`src/sv/grid_sync_mode_controller_unit_assert.svh`:
```
// assertion macros for the grid sync mode controller
// expects clk and rst_n in the scope of each use
`ifndef GRID_SYNC_MODE_CONTROLLER_UNIT_ASSERT_SVH
`define GRID_SYNC_MODE_CONTROLLER_UNIT_ASSERT_SVH

`ifndef ASSERT_OFF
`define GSMC_ASSERT_ALWAYS(lbl, expr, msg) \
    lbl: assert property (@(posedge clk) disable iff (!rst_n) (expr)) else $error(msg);
`define GSMC_ASSERT_IMPLY(lbl, ante, cons, msg) \
    lbl: assert property (@(posedge clk) disable iff (!rst_n) (ante) |-> (cons)) else $error(msg);
`else
`define GSMC_ASSERT_ALWAYS(lbl, expr, msg)
`define GSMC_ASSERT_IMPLY(lbl, ante, cons, msg)
`endif

`endif

```
`src/sv/gsmc_pkg.sv`:
```
// shared types and constants for the grid sync mode controller
// no dependencies
package gsmc_pkg;

    localparam int GSMC_TIMER_BITS = 48;
    localparam int FREQ_W          = 20;
    localparam int VOLT_W          = 16;
    localparam int VTOL_W          = 15;
    localparam int PERIOD_W        = 48;
    localparam int STEP_W          = 32;
    localparam int DATA_W          = 64;
    localparam int ADDR_W          = 6;
    localparam int IDX_LSB         = 3;
    localparam int IDX_W           = ADDR_W - IDX_LSB;

    typedef enum logic [1:0] {
        CMD_TICK   = 2'd0,
        CMD_ARM    = 2'd1,
        CMD_DISARM = 2'd2,
        CMD_NOP    = 2'd3
    } cmd_t;

    typedef enum logic {
        MODE_A = 1'b0,
        MODE_B = 1'b1
    } mode_t;

    localparam logic [IDX_W-1:0] REG_FREQ_UPPER = 3'd0;
    localparam logic [IDX_W-1:0] REG_FREQ_LOWER = 3'd1;
    localparam logic [IDX_W-1:0] REG_VOLT_TOL   = 3'd2;
    localparam logic [IDX_W-1:0] REG_CTRL_PER   = 3'd3;
    localparam logic [IDX_W-1:0] REG_MON_PER    = 3'd4;

    localparam logic signed [FREQ_W-1:0] FREQ_UPPER_RST = 20'sd660;
    localparam logic signed [FREQ_W-1:0] FREQ_LOWER_RST = 20'sd120;
    localparam logic [VTOL_W-1:0]        VOLT_TOL_RST   = 15'd100;
    localparam logic [PERIOD_W-1:0]      CTRL_PER_RST   = 48'd1000000000;
    localparam logic [PERIOD_W-1:0]      MON_PER_RST    = 48'd10000000000;

    typedef struct packed {
        logic signed [FREQ_W-1:0] freq_tol_upper;
        logic signed [FREQ_W-1:0] freq_tol_lower;
        logic [VTOL_W-1:0]        volt_tol;
        logic [PERIOD_W-1:0]      control_period_ns;
        logic [PERIOD_W-1:0]      monitor_period_ns;
    } cfg_t;

endpackage

```
`src/sv/gsmc_regs.sv`:
```
// configuration register file behind the apb-style port
// depends on gsmc_pkg
module gsmc_regs (
    input  logic                         clk,
    input  logic                         rst_n,
    input  logic                         psel,
    input  logic                         penable,
    input  logic                         pwrite,
    input  logic [gsmc_pkg::ADDR_W-1:0]  paddr,
    input  logic [gsmc_pkg::DATA_W-1:0]  pwdata,
    output logic [gsmc_pkg::DATA_W-1:0]  prdata,
    output logic                         pready,
    output gsmc_pkg::cfg_t               cfg
);
    import gsmc_pkg::*;

    cfg_t             cfg_reg;
    logic [IDX_W-1:0] idx;
    logic             wr_en;

    assign idx    = paddr[ADDR_W-1:IDX_LSB];
    assign wr_en  = psel && penable && pwrite;
    assign pready = 1'b1;
    assign cfg    = cfg_reg;

    always_ff @(posedge clk or negedge rst_n)
    begin
        if (!rst_n)
        begin
            cfg_reg.freq_tol_upper    <= FREQ_UPPER_RST;
            cfg_reg.freq_tol_lower    <= FREQ_LOWER_RST;
            cfg_reg.volt_tol          <= VOLT_TOL_RST;
            cfg_reg.control_period_ns <= CTRL_PER_RST;
            cfg_reg.monitor_period_ns <= MON_PER_RST;
        end
        else if (wr_en)
        begin
            unique case (idx)
                REG_FREQ_UPPER: cfg_reg.freq_tol_upper    <= pwdata[FREQ_W-1:0];
                REG_FREQ_LOWER: cfg_reg.freq_tol_lower    <= pwdata[FREQ_W-1:0];
                REG_VOLT_TOL:   cfg_reg.volt_tol          <= pwdata[VTOL_W-1:0];
                REG_CTRL_PER:   cfg_reg.control_period_ns <= pwdata[PERIOD_W-1:0];
                REG_MON_PER:    cfg_reg.monitor_period_ns <= pwdata[PERIOD_W-1:0];
                default:        ;
            endcase
        end
    end

    // signed fields read back sign extended
    always_comb
    begin
        unique case (idx)
            REG_FREQ_UPPER: prdata = DATA_W'(cfg_reg.freq_tol_upper);
            REG_FREQ_LOWER: prdata = DATA_W'(cfg_reg.freq_tol_lower);
            REG_VOLT_TOL:   prdata = DATA_W'(cfg_reg.volt_tol);
            REG_CTRL_PER:   prdata = DATA_W'(cfg_reg.control_period_ns);
            REG_MON_PER:    prdata = DATA_W'(cfg_reg.monitor_period_ns);
            default:        prdata = '0;
        endcase
    end

endmodule

```
`src/sv/grid_sync_mode_controller_unit.sv`:
```
// an accepted transaction passes the input register, one pass of compares and the
// saturating timer adds, then the result register
// throughput: one transaction per cycle while out_ready does not stall the output
// reset: rst_n asynchronous active low, clears controller state, timers and handshake,
// loads configuration defaults; no clearing pass
`include "grid_sync_mode_controller_unit_assert.svh"

module grid_sync_mode_controller_unit #(
    parameter int TIMER_BITS = gsmc_pkg::GSMC_TIMER_BITS
) (
    input  logic                                clk,
    input  logic                                rst_n,
    input  logic                                psel,
    input  logic                                penable,
    input  logic                                pwrite,
    input  logic [gsmc_pkg::ADDR_W-1:0]         paddr,
    input  logic [gsmc_pkg::DATA_W-1:0]         pwdata,
    output logic [gsmc_pkg::DATA_W-1:0]         prdata,
    output logic                                pready,
    input  logic                                in_valid,
    output logic                                in_ready,
    input  logic [1:0]                          cmd,
    input  logic [gsmc_pkg::STEP_W-1:0]         step_ns,
    input  logic                                switch_closed,
    input  logic                                check_armed,
    input  logic signed [gsmc_pkg::FREQ_W-1:0]  freq_diff,
    input  logic signed [gsmc_pkg::VOLT_W-1:0]  volt_diff_a,
    input  logic signed [gsmc_pkg::VOLT_W-1:0]  volt_diff_b,
    input  logic signed [gsmc_pkg::VOLT_W-1:0]  volt_diff_c,
    output logic                                out_valid,
    input  logic                                out_ready,
    output logic                                ctrl_armed,
    output logic                                mode_b,
    output logic                                arm_write,
    output logic                                arm_value,
    output logic                                gen_control_active
);
    import gsmc_pkg::*;

    localparam int CMP_W = (TIMER_BITS > PERIOD_W) ? TIMER_BITS : PERIOD_W;

    cfg_t cfg;

    gsmc_regs u_regs (
        .clk     (clk),
        .rst_n   (rst_n),
        .psel    (psel),
        .penable (penable),
        .pwrite  (pwrite),
        .paddr   (paddr),
        .pwdata  (pwdata),
        .prdata  (prdata),
        .pready  (pready),
        .cfg     (cfg)
    );

    // input register
    logic                     in_vld_reg;
    cmd_t                     cmd_reg;
    logic [STEP_W-1:0]        step_reg;
    logic                     closed_reg;
    logic                     chk_reg;
    logic signed [FREQ_W-1:0] fd_reg;
    logic signed [VOLT_W-1:0] va_reg;
    logic signed [VOLT_W-1:0] vb_reg;
    logic signed [VOLT_W-1:0] vc_reg;

    // controller state
    logic                  armed_reg, armed_next;
    mode_t                 mode_reg, mode_next;
    logic [TIMER_BITS-1:0] timer_a_reg, timer_a_next;
    logic [TIMER_BITS-1:0] timer_b_reg, timer_b_next;

    // result register
    logic out_vld_reg;
    logic res_armed_reg, res_mode_reg, res_wr_reg, res_wv_reg, res_gen_reg;

    logic out_adv, fire, in_take;
    assign out_adv  = !out_vld_reg || out_ready;
    assign in_ready = !in_vld_reg || out_adv;
    assign fire     = in_vld_reg && out_adv;
    assign in_take  = in_valid && in_ready;

    always_ff @(posedge clk or negedge rst_n)
    begin
        if (!rst_n)
        begin
            in_vld_reg <= 1'b0;
        end
        else if (in_take)
        begin
            in_vld_reg <= 1'b1;
        end
        else if (fire)
        begin
            in_vld_reg <= 1'b0;
        end
    end

    always_ff @(posedge clk)
    begin
        if (in_take)
        begin
            cmd_reg    <= cmd_t'(cmd);
            step_reg   <= step_ns;
            closed_reg <= switch_closed;
            chk_reg    <= check_armed;
            fd_reg     <= freq_diff;
            va_reg     <= volt_diff_a;
            vb_reg     <= volt_diff_b;
            vc_reg     <= volt_diff_c;
        end
    end

    // metrics, saturating timer adds and period compares
    logic signed [VOLT_W-1:0] vtol_s;
    logic                     ok, tick_on;
    logic [TIMER_BITS:0]      sum_a, sum_b;
    logic [TIMER_BITS-1:0]    ta_cand, tb_cand;
    logic                     a_done, b_done;

    always_comb
    begin
        vtol_s  = $signed({1'b0, cfg.volt_tol});
        ok      = (fd_reg >= cfg.freq_tol_lower) && (fd_reg <= cfg.freq_tol_upper) &&
                  (va_reg <= vtol_s) && (vb_reg <= vtol_s) && (vc_reg <= vtol_s);
        tick_on = (cmd_reg == CMD_TICK) && armed_reg && !closed_reg;
        sum_a   = {1'b0, timer_a_reg} + (TIMER_BITS+1)'(step_reg);
        sum_b   = {1'b0, timer_b_reg} + (TIMER_BITS+1)'(step_reg);
        if (!ok)
            ta_cand = '0;
        else if (sum_a[TIMER_BITS])
            ta_cand = '1;
        else
            ta_cand = sum_a[TIMER_BITS-1:0];
        tb_cand = sum_b[TIMER_BITS] ? '1 : sum_b[TIMER_BITS-1:0];
        a_done  = CMP_W'(ta_cand) >= CMP_W'(cfg.control_period_ns);
        b_done  = CMP_W'(tb_cand) >= CMP_W'(cfg.monitor_period_ns);
    end

    // next state
    always_comb
    begin
        armed_next   = armed_reg;
        mode_next    = mode_reg;
        timer_a_next = timer_a_reg;
        timer_b_next = timer_b_reg;
        unique case (cmd_reg)
            CMD_ARM:    armed_next = 1'b1;
            CMD_DISARM: armed_next = 1'b0;
            CMD_TICK:
            begin
                if (armed_reg && closed_reg)
                begin
                    armed_next = 1'b0;
                end
                else if (tick_on)
                begin
                    unique case (mode_reg)
                        MODE_A:
                        begin
                            if (a_done)
                            begin
                                timer_a_next = '0;
                                timer_b_next = '0;
                                mode_next    = MODE_B;
                            end
                            else
                            begin
                                timer_a_next = ta_cand;
                            end
                        end
                        MODE_B:
                        begin
                            if (ok && !b_done)
                            begin
                                timer_b_next = tb_cand;
                            end
                            else
                            begin
                                timer_a_next = '0;
                                timer_b_next = '0;
                                mode_next    = MODE_A;
                            end
                        end
                        default: ;
                    endcase
                end
            end
            default: ;
        endcase
    end

    // per-transaction outputs
    logic wr, wv, gen;

    always_comb
    begin
        wr  = 1'b0;
        wv  = 1'b0;
        gen = 1'b0;
        if (tick_on)
        begin
            unique case (mode_reg)
                MODE_A:
                begin
                    if (a_done)
                    begin
                        wr = 1'b1;
                        wv = 1'b1;
                    end
                    else
                    begin
                        wr  = chk_reg;
                        gen = 1'b1;
                    end
                end
                MODE_B:
                begin
                    // expiry in the same tick overrides the arm write
                    if (ok && !b_done)
                    begin
                        wr = !chk_reg;
                        wv = 1'b1;
                    end
                    else
                    begin
                        wr = 1'b1;
                    end
                end
                default: ;
            endcase
        end
    end

    always_ff @(posedge clk or negedge rst_n)
    begin
        if (!rst_n)
        begin
            armed_reg   <= 1'b0;
            mode_reg    <= MODE_A;
            timer_a_reg <= '0;
            timer_b_reg <= '0;
            out_vld_reg <= 1'b0;
        end
        else
        begin
            if (fire)
            begin
                armed_reg   <= armed_next;
                mode_reg    <= mode_next;
                timer_a_reg <= timer_a_next;
                timer_b_reg <= timer_b_next;
            end
            if (out_adv)
            begin
                out_vld_reg <= in_vld_reg;
            end
        end
    end

    always_ff @(posedge clk)
    begin
        if (fire)
        begin
            res_armed_reg <= armed_next;
            res_mode_reg  <= (mode_next == MODE_B);
            res_wr_reg    <= wr;
            res_wv_reg    <= wr && wv;
            res_gen_reg   <= gen;
        end
    end

    assign out_valid          = out_vld_reg;
    assign ctrl_armed         = res_armed_reg;
    assign mode_b             = res_mode_reg;
    assign arm_write          = res_wr_reg;
    assign arm_value          = res_wv_reg;
    assign gen_control_active = res_gen_reg;

    `GSMC_ASSERT_IMPLY(a_val_needs_write, out_vld_reg && res_wv_reg, res_wr_reg, "arm value without write")
    `GSMC_ASSERT_IMPLY(a_gen_mode_a, out_vld_reg && res_gen_reg, !res_mode_reg, "gen control in mode b")
    `GSMC_ASSERT_IMPLY(a_timer_a_idle_b, mode_reg == MODE_B, timer_a_reg == '0, "timer a runs in mode b")
    `GSMC_ASSERT_IMPLY(a_timer_b_idle_a, mode_reg == MODE_A, timer_b_reg == '0, "timer b runs in mode a")
    `GSMC_ASSERT_IMPLY(a_ready_free, !out_vld_reg, in_ready, "input stalled with empty output")

endmodule

```
`config.mk`:
```
export PLATFORM = sky130hd
export DESIGN_NAME = grid_sync_mode_controller_unit
export DESIGN_NICKNAME = d
export VERILOG_FILES = /design/src/sv/gsmc_pkg.sv /design/src/sv/gsmc_regs.sv /design/src/sv/grid_sync_mode_controller_unit.sv
export VERILOG_INCLUDE_DIRS = /design/src /design/src/sv
export SDC_FILE = /design/constraint.sdc
export NUM_CORES = 1
export LEC_CHECK = 0
export BUFFER_PORTS_ARGS = -buffer_cell sky130_fd_sc_hd__buf_4
export CAP_MARGIN = 30
export CORE_ASPECT_RATIO = 0.6
export CORE_UTILIZATION = 60
export DETAILED_ROUTE_END_ITERATION = 10
export GPL_ROUTABILITY_DRIVEN = 0
export GPL_TIMING_DRIVEN = 0
export PLACE_DENSITY = 0.81
export SLEW_MARGIN = 10
export SYNTH_ARGS = -nofsm -noshare
export SYNTH_HDL_FRONTEND = slang
export SYNTH_SLANG_ARGS = --single-unit
export TNS_END_PERCENT = 5
```
`constraint.sdc`:
```
create_clock -name clk -period 7.55 [get_ports clk]
set_input_delay 1.1325 -clock clk [delete_from_list [all_inputs] [get_ports clk]]
set_output_delay 1.1325 -clock clk [all_outputs]
set_load 0.03 [all_outputs]
```
==> summary.md, run 1 <==
Synthesis
• **Netlist Area Pre-Place** 0.0227 sq mm
• **largest area contributor in the netlist** dfrtp_1
• **post-synth net total** 2897
• **number of synthesized flops with an enable pin** 109
• **Mapped Avg Cell Area** 9.21 sq um
• **dominant cell by count in the synthesized netlist** nand2_1
• **cell types with the largest area share after synthesis** dfrtp_1 24%, edfxtp_1 14%, ha_1 13%
• **number of standard cells after synthesis** 2469
• **top cells by instance count after synthesis** 299 x nand2_1, 276 x o21ai_0, 245 x ha_1
• **number of synthesis warnings** 0
• **part of the Yosys area used for sequential elements** 42.2%
• **share of async-settable or async-resettable flops after synthesis** 69.7%
• **Yosys reg bits** 360
• **share of the synthesized area in the top cell type** 23.8%
• **Top FF cell, synth** dfrtp_1
• **number of distinct standard cells referenced by the synthesized netlist** 75

Route
• **number of iterations in the first detailed-routing pass** 6
• **total routed wirelength** 75600 microns
• **number of nets still failing antenna checks after routing** 0
• **routed len/inst** 23.0 microns
• **DR iter-0 viols** 3042
• **count of unresolved DRC violations after routing** 0
• **via-per-instance ratio** 6.54
• **via count of the routed design** 21475

Setup path
• **critical path data arrival time** 7980 ps
• **Max Fanout on Critical Path** 10
• **Crit Path Class** reg2reg
• **kind of capture point of the worst setup path** flip-flop
• **worst setup slack for register-to-register paths** 50 ps
• **Req. time, crit path** 8030 ps
• **critical path startpoint category** flip-flop

Timing
• **final max-slew violation count** 0
• **Highest Clock Rate** 133 MHz
• **Least-Margin Pin Slew** 929 ps
• **Fin Setup TNS** 0 ps
• **least setup slack across all paths after layout** 52.9 ps
• **share of the cycle needed by the critical path after routing** 99.3%
• **endpoints failing setup** 0
• **worst slew margin relative to its limit** 38.1%
• **Hold Violations, Final** 0
• **time the final worst path needs with I/O delays and setup** 7500 ps
• **worst clock skew** 19.7 ps

Die
• **area inside the core boundary** 0.0368 sq mm
• **overall die height** 153 microns
• **die area** 0.0387 sq mm
• **placement row count** 54
• **count of pins on the block boundary** 253
• **horizontal die dimension** 253 microns
• **Initial Util** 61.7%

CTS
• **clock buffer count from CTS** 37
• **CTS tree** yes
• **sinks on the clock net** 360
• **maximum buffer depth of the clock tree** 3
• **deepest level of the CTS H-tree** 2
• **number of buffers added to fix hold violations after cts** 0
• **Root Buffer** clkbuf_16
• **clock-pin slew reported for the worst setup and hold paths after clock tree synthesis** 70 ps
• **worst skew pair latency** 560 ps

Final layout
• **ratio of cells with drive above 1 in the final layout** 14.8%
• **Final Net Count** 3174
• **Area Growth Syn to Fin** 17.1%
• **max FFs per register** 151
• **utilization of the core after routing** 72.3%
• **final design instance area without fill** 0.0266 sq mm

Global route
• **Total GRT Usage** 38.7%
• **overflow left after global routing** 0
• **largest net degree at the start of global routing** 75
• **number of antenna violations at the first check in global routing** 3
• **number of global-route vias before repair** 20252
• **wire length of the first global-routing pass** 115000 microns

Power and ir drop
• **Switching Share** 36.3%
• **maximum vdd ir drop** 147 uV
• **sequential share of power** 37.2%
• **power after layout** 6.83 mW
• **Clk network pwr share** 29.1%
• **cell-internal power** 4.35 mW
• **fraction of power consumed by combinational cells** 33.7%
• **net switching power of the design** 2.48 mW
• **Leak Pwr** 12.5 nW
• **power per standard cell area** 257 mW/mm^2

Flow run
• **Max Cap Viol** 0

Placement
• **post-detail-place hpwl** 57700 microns
• **Area after DPL** 0.0252 sq mm
• **worst slack, placed** -272 ps
• **Port Buffers** 231

Worst hold path
• **class of the tightest hold or removal check** in2async

Run status
• **outcome** finished clean

## kinds of logic after synthesis
logic type               synth area share (%)
flip-flops                               42.2
buffers and inverters                    5.56
AND/OR/NAND/NOR                          13.9
other                                  0.0165
adder cells (fa/ha/maj)                  13.7
multiplexers                            0.749
XOR/XNOR                                 2.54
AO/OA/AOI/OAI                            21.4
## per-layer routing
metal | global-route usage (%) | wire, microns | vias up
li1 | - | - | 9468
met1 | 56.2 | 30700 | 10246
met2 | 53.8 | 30600 | 1553
met3 | 13.7 | 11800 | 208
met4 | 11.7 | 2480 | 0
met5 | 0 | 0 | -
## per-stage QoR
stage | hold slack (ps) | cells
floorplan | 453 | 2469
global placement | 468 | 3204
detailed placement | 472 | 3210
CTS | 479 | 3278
global route | 487 | 3282
finish | 467 | 3282
## worst paths after layout
| check | start | depth (start not counted) | end |
|---|---|---|---|
| setup / recovery | step_reg[0]$_DFFE_PP_ | 27 | timer_b_reg[4]$_DFFE_PN0P_ |
| hold / removal | rst_n | 1 | timer_a_reg[47]$_DFFE_PN0P_ |
| setup reg to reg | step_reg[0]$_DFFE_PP_ | 27 | timer_b_reg[4]$_DFFE_PN0P_ |
| hold reg to reg | timer_a_reg[0]$_DFFE_PN0P_ | 2 | timer_a_reg[0]$_DFFE_PN0P_ |
| max in group asynchronous | rst_n | 3 | u_regs.cfg[75]$_DFFE_PN1P_ |
| min in group clk | timer_a_reg[0]$_DFFE_PN0P_ | 2 | timer_a_reg[0]$_DFFE_PN0P_ |
## layout by cell type, fill, tap and decap left out, drive strengths merged, types with 18 or more instances in the layout
| master | instances |
|---|---|
| nand2 | 299 |
| buf | 283 |
| o21ai | 277 |
| ha | 245 |
| dfrtp | 216 |
| a21oi | 208 |
| inv | 181 |
| clkbuf | 134 |
| nor2 | 129 |
| edfxtp | 109 |
| a21o | 50 |
| a22o | 49 |
| nand4 | 46 |
| nand3 | 38 |
| dfstp | 35 |
| xor2 | 34 |
| xnor2 | 32 |
| a22oi | 30 |
| and3 | 29 |
| o22ai | 28 |
| nor2b | 27 |
| nor3 | 25 |
| a31oi | 25 |
| o21a | 18 |
| nand2b | 18 |
## layout make-up
cell class / count / area [sq um]
clock buffers: 49 / 1050
clock inverters: 19 / 229
well taps: 504 / 631
plain buffers: 130 / 603
inverters: 180 / 676
multi-input cells: 1799 / 11900
repair buffers: 238 / 1880
diodes: 3 / 7.51
fillers: 2671 / 10200
flip-flops and latches: 360 / 9600
## repair_timing
item                       4_1_cts  5_1_grt
pin swaps                        0        2
gates resized for setup          6       24
setup buffers                    0        1
setup endpoints to repair       64       99
## power groups by stage
| stage | clock network, mW | logic, mW | registers (mW) |
|---|---|---|---|
| floorplan | 0 | 1.47 | 2.51 |
| global placement | 0 | 2.06 | 2.56 |
| detailed placement | 0 | 2.18 | 2.56 |
| CTS | 1.99 | 2.22 | 2.53 |
| global route | 2.07 | 2.51 | 2.57 |
| finish | 1.99 | 2.31 | 2.54 |
## critical path: stages (launching register included)
cell	delay [ps]
edfxtp_1	480
ha_1	280
fa_1	440
a211oi_1	360
nor4_1	100
nor2_1	410
a21o_1	280
a2111o_1	340
a21oi_2	160
and3_1	240
buf_4	160
nand2b_1	70
buf_2	210
buf_2	360
buf_2	330
o21ai_0	170
ha_1	340
a21oi_1	160
o21a_1	190
nand2_1	80
o21ai_1	400
o2111ai_1	220
a21oi_2	310
nand3_2	230
nand2b_1	310
inv_1	240
buf_2	340
a22o_1	190
Power figures use the tool's default switching activity.
==> inputs of run 2 (changes only) <==
--- a/config.mk
+++ b/config.mk
@@ -9,11 +9,11 @@
 export BUFFER_PORTS_ARGS = -buffer_cell sky130_fd_sc_hd__buf_4
 export CAP_MARGIN = 30
 export CORE_ASPECT_RATIO = 0.6
-export CORE_UTILIZATION = 60
+export CORE_UTILIZATION = 54
 export DETAILED_ROUTE_END_ITERATION = 10
 export GPL_ROUTABILITY_DRIVEN = 0
 export GPL_TIMING_DRIVEN = 0
-export PLACE_DENSITY = 0.81
+export PLACE_DENSITY = 0.77
 export SLEW_MARGIN = 10
 export SYNTH_ARGS = -nofsm -noshare
 export SYNTH_HDL_FRONTEND = slang
==> constraint.sdc (replaced) <==
create_clock -name clk -period 6.5 [get_ports clk]
set_input_delay 0.975 -clock clk [delete_from_list [all_inputs] [get_ports clk]]
set_output_delay 0.975 -clock clk [all_outputs]
set_load 0.03 [all_outputs]
==> run 2 against run 1 <==
Power increased by 17%. Largest power group unchanged. First-iteration DRC count up 2.2%. Sequential share of layout area decreased by 0.51 points. Critical path type unchanged.
==> summary.md, run 2 (synthesis results as in run 1) <==
Global route
• **number of global-route vias before repair** 20389, +0.68%
• **global route hottest layer** met1
• **number of antenna violations at the first check in global routing** 1, -2
• **largest net degree at the start of global routing** 111, +48%
• **met1 Use GR** 52.9%, -3.3 points
• **Total GRT Usage** 35.8%, -2.9 points
• **global routing met3 resource utilization** 11.1%, -2.6 points
• **overflow left after global routing** 0, unchanged
• **met2 demand-to-capacity share in global routing** 50.2%, -3.5 points
• **wire length of the first global-routing pass** 117000 microns, +2.3%

Setup path
• **critical-path cell with the highest stage delay** or4_1
• **Max Fanout on Critical Path** 10, unchanged
• **Crit Path Class** reg2reg
• **reg2reg end** timer_b_reg[25]$_DFFE_PN0P_
• **Cell Chain, Critical Path** ha_1 > fa_2 > a211oi_2 > o211ai_1 > a31oi_2 > o211ai_1 > buf_4 > a41oi_1 > o32a_1 > o21ai_0 > xor2_1 > nor2_1 > nor2_1 > ha_1 > nand4_1 > or4_1 > a211o_1 > nand4_1 > o31ai_4 > nand3b_1 > nand2_1 > buf_2 > clkbuf_4 > a22o_1
• **critical path data arrival time** 6900 ps, -1080 ps
• **CP peak stage delay** 600 ps, +120 ps
• **beginning of the worst register-to-register path** step_reg[0]$_DFFE_PP_
• **worst setup slack for register-to-register paths** 30 ps, -20 ps
• **critical path startpoint category** flip-flop
• **reg2reg path depth** 24, -11%
• **Req. time, crit path** 6930 ps, -1100 ps
• **kind of capture point of the worst setup path** flip-flop

Final layout
• **max FFs per register** 151, unchanged
• **final cell count without fillers** 3348, +2.0%
• **most frequent standard cell in the layout excluding fill and tap cells** nand2_1
• **commonest non-fill, non-tap cells in the layout** 298 x nand2_1, 273 x o21ai_0, 270 x buf_4
• **number of fill cells** 3253, +22%
• **ratio of cells with drive above 1 in the final layout** 16.4%, +1.6 points
• **final design instance area without fill** 0.0270 sq mm, +1.4%
• **Final Net Count** 3186, +0.38%
• **Area Growth Syn to Fin** 18.7%

CTS
• **number of buffers added to fix hold violations after cts** 0, unchanged
• **clock-pin slew reported for the worst setup and hold paths after clock tree synthesis** 70 ps, about the same
• **maximum buffer depth of the clock tree** 3, unchanged
• **clock buffer count from CTS** 37, unchanged
• **deepest level of the CTS H-tree** 2, unchanged
• **Root Buffer** clkbuf_16
• **sinks on the clock net** 360, unchanged
• **CTS tree** yes
• **worst skew pair latency** 560 ps, about the same

Worst hold path
• **class of the tightest hold or removal check** in2async

Die
• **die area** 0.0429 sq mm, +11%
• **Initial Util** 55.4%, -6.3 points
• **placement row count** 57, +5.6%
• **horizontal die dimension** 267 microns, +5.4%
• **count of pins on the block boundary** 253, unchanged
• **area inside the core boundary** 0.0410 sq mm, +11%
• **overall die height** 161 microns, +5.3%

Route
• **routed len/inst** 23.2 microns, +0.95%
• **count of unresolved DRC violations after routing** 0, unchanged
• **DR iter-0 viols** 3110, +2.2%
• **via-per-instance ratio** 6.44, -1.6%
• **number of nets still failing antenna checks after routing** 0, unchanged
• **total routed wirelength** 77800 microns, +3.0%
• **via count of the routed design** 21553, +0.36%
• **number of iterations in the first detailed-routing pass** 9, +3

Placement
• **Area after DPL** 0.0253 sq mm, +0.17%
• **number of cells in the design after placement** 3265, +1.7%
• **Port Buffers** 231, unchanged
• **worst slack, placed** -1470 ps, -1200 ps
• **post-detail-place hpwl** 59300 microns, +2.8%

Timing
• **time the final worst path needs with I/O delays and setup** 6470 ps, -1030 ps
• **worst clock skew** 23.5 ps, +3.75 ps
• **final max-slew violation count** 0, unchanged
• **Fin Setup TNS** 0 ps, unchanged
• **share of the cycle needed by the critical path after routing** 99.5%, +0.24 points
• **Hold Violations, Final** 0, unchanged
• **endpoints failing setup** 0, unchanged
• **least setup slack across all paths after layout** 29.7 ps, -23.2 ps
• **Highest Clock Rate** 155 MHz, +16%
• **worst slew margin relative to its limit** 34.6%, -3.5 points
• **Least-Margin Pin Slew** 981 ps, +52.3 ps

Power and ir drop
• **Leak Pwr** 12.6 nW, +0.81%
• **power per standard cell area** 296 mW/mm^2, +15%
• **maximum vdd ir drop** 187 uV, +28%

Flow run
• **Max Cap Viol** 0, unchanged

Run status
• **outcome** finished clean

==> run 2: changes by cell type in the layout (fill, tap and decap cells not counted), moves of 4 or more <==
cell,change
clkbuf_1,-5
a31oi_2,+4
buf_2,-7
a31oi_1,-4
clkbuf_4,+6
buf_6,+7
clkbuf_2,-5
buf_4,+21
==> run 2: layer usage <==
metal  part of all wire [%]  vias to the layer above
li1                       -                     9468
met1                     42                    10389
met2                     41                     1524
met3                     14                      172
met4                    2.7                        0
met5                      0                        -
==> run 2: repair_timing <==
item	4_1_cts	5_1_grt
buffers inserted	7	8
pin swaps	9	14
resized for setup	56	59
endpoints found under the setup margin	101	99
==> run 2: worst max-delay path: cells and delay by family (launching register included) <==
| family | cells | cell delay, ps |
|---|---|---|
| buffers and inverters | 3 | 800 |
| AND/OR/NAND/NOR | 7 | 1520 |
| XOR/XNOR | 1 | 180 |
| adder cells (fa/ha/maj) | 3 | 960 |
| AO/OA/AOI/OAI | 10 | 2470 |
| flip-flops | 1 | 430 |
==> run 2: worst max path at each step <==
stage	from	end	slack, ps
after floorplan	u_regs.cfg[138]$_DFFE_PN1P_	timer_b_reg[11]$_DFFE_PN0P_	940
after global placement	step_reg[0]$_DFFE_PP_	timer_b_reg[21]$_DFFE_PN0P_	-1330
after detailed placement	step_reg[0]$_DFFE_PP_	timer_b_reg[30]$_DFFE_PN0P_	-1470
after CTS	step_reg[0]$_DFFE_PP_	timer_a_reg[22]$_DFFE_PN0P_	4
after global routing	u_regs.cfg[138]$_DFFE_PN1P_	timer_b_reg[18]$_DFFE_PN0P_	-40
final	step_reg[0]$_DFFE_PP_	timer_b_reg[25]$_DFFE_PN0P_	30
==> run 2: stage by stage <==
stage,utilization [%],hold slack (ps),power (mW)
3_3_place_gp,61.4,469,5.37
4_1_cts,65.3,448,7.85
6_report,65.8,406,7.99
2_1_floorplan,-,453,4.62
5_1_grt,65.8,459,8.35
3_5_place_dp,61.6,474,5.52
==> run 2: layout make-up <==
type	instances	area [sq um]	area share (%)
Antenna cell	1	2.50	0.00927
Timing Repair Buffer	251	1960	7.25
Multi-Input combinational cell	1799	12100	44.9
Clock buffer	53	1090	4.05
Buffer	129	682	2.53
Tap cell	560	701	2.60
Inverter	180	678	2.51
Clock inverter	15	154	0.570
Sequential cell	360	9600	35.6
==> run 2: power breakdown <==
part / internal, mW / total (mW) / switching (mW)
registers: 2.73 / 2.96 / 0.225
clock network: 1.30 / 2.27 / 0.972
logic: 1.03 / 2.77 / 1.74
total: 5.06 / 7.99 / 2.93
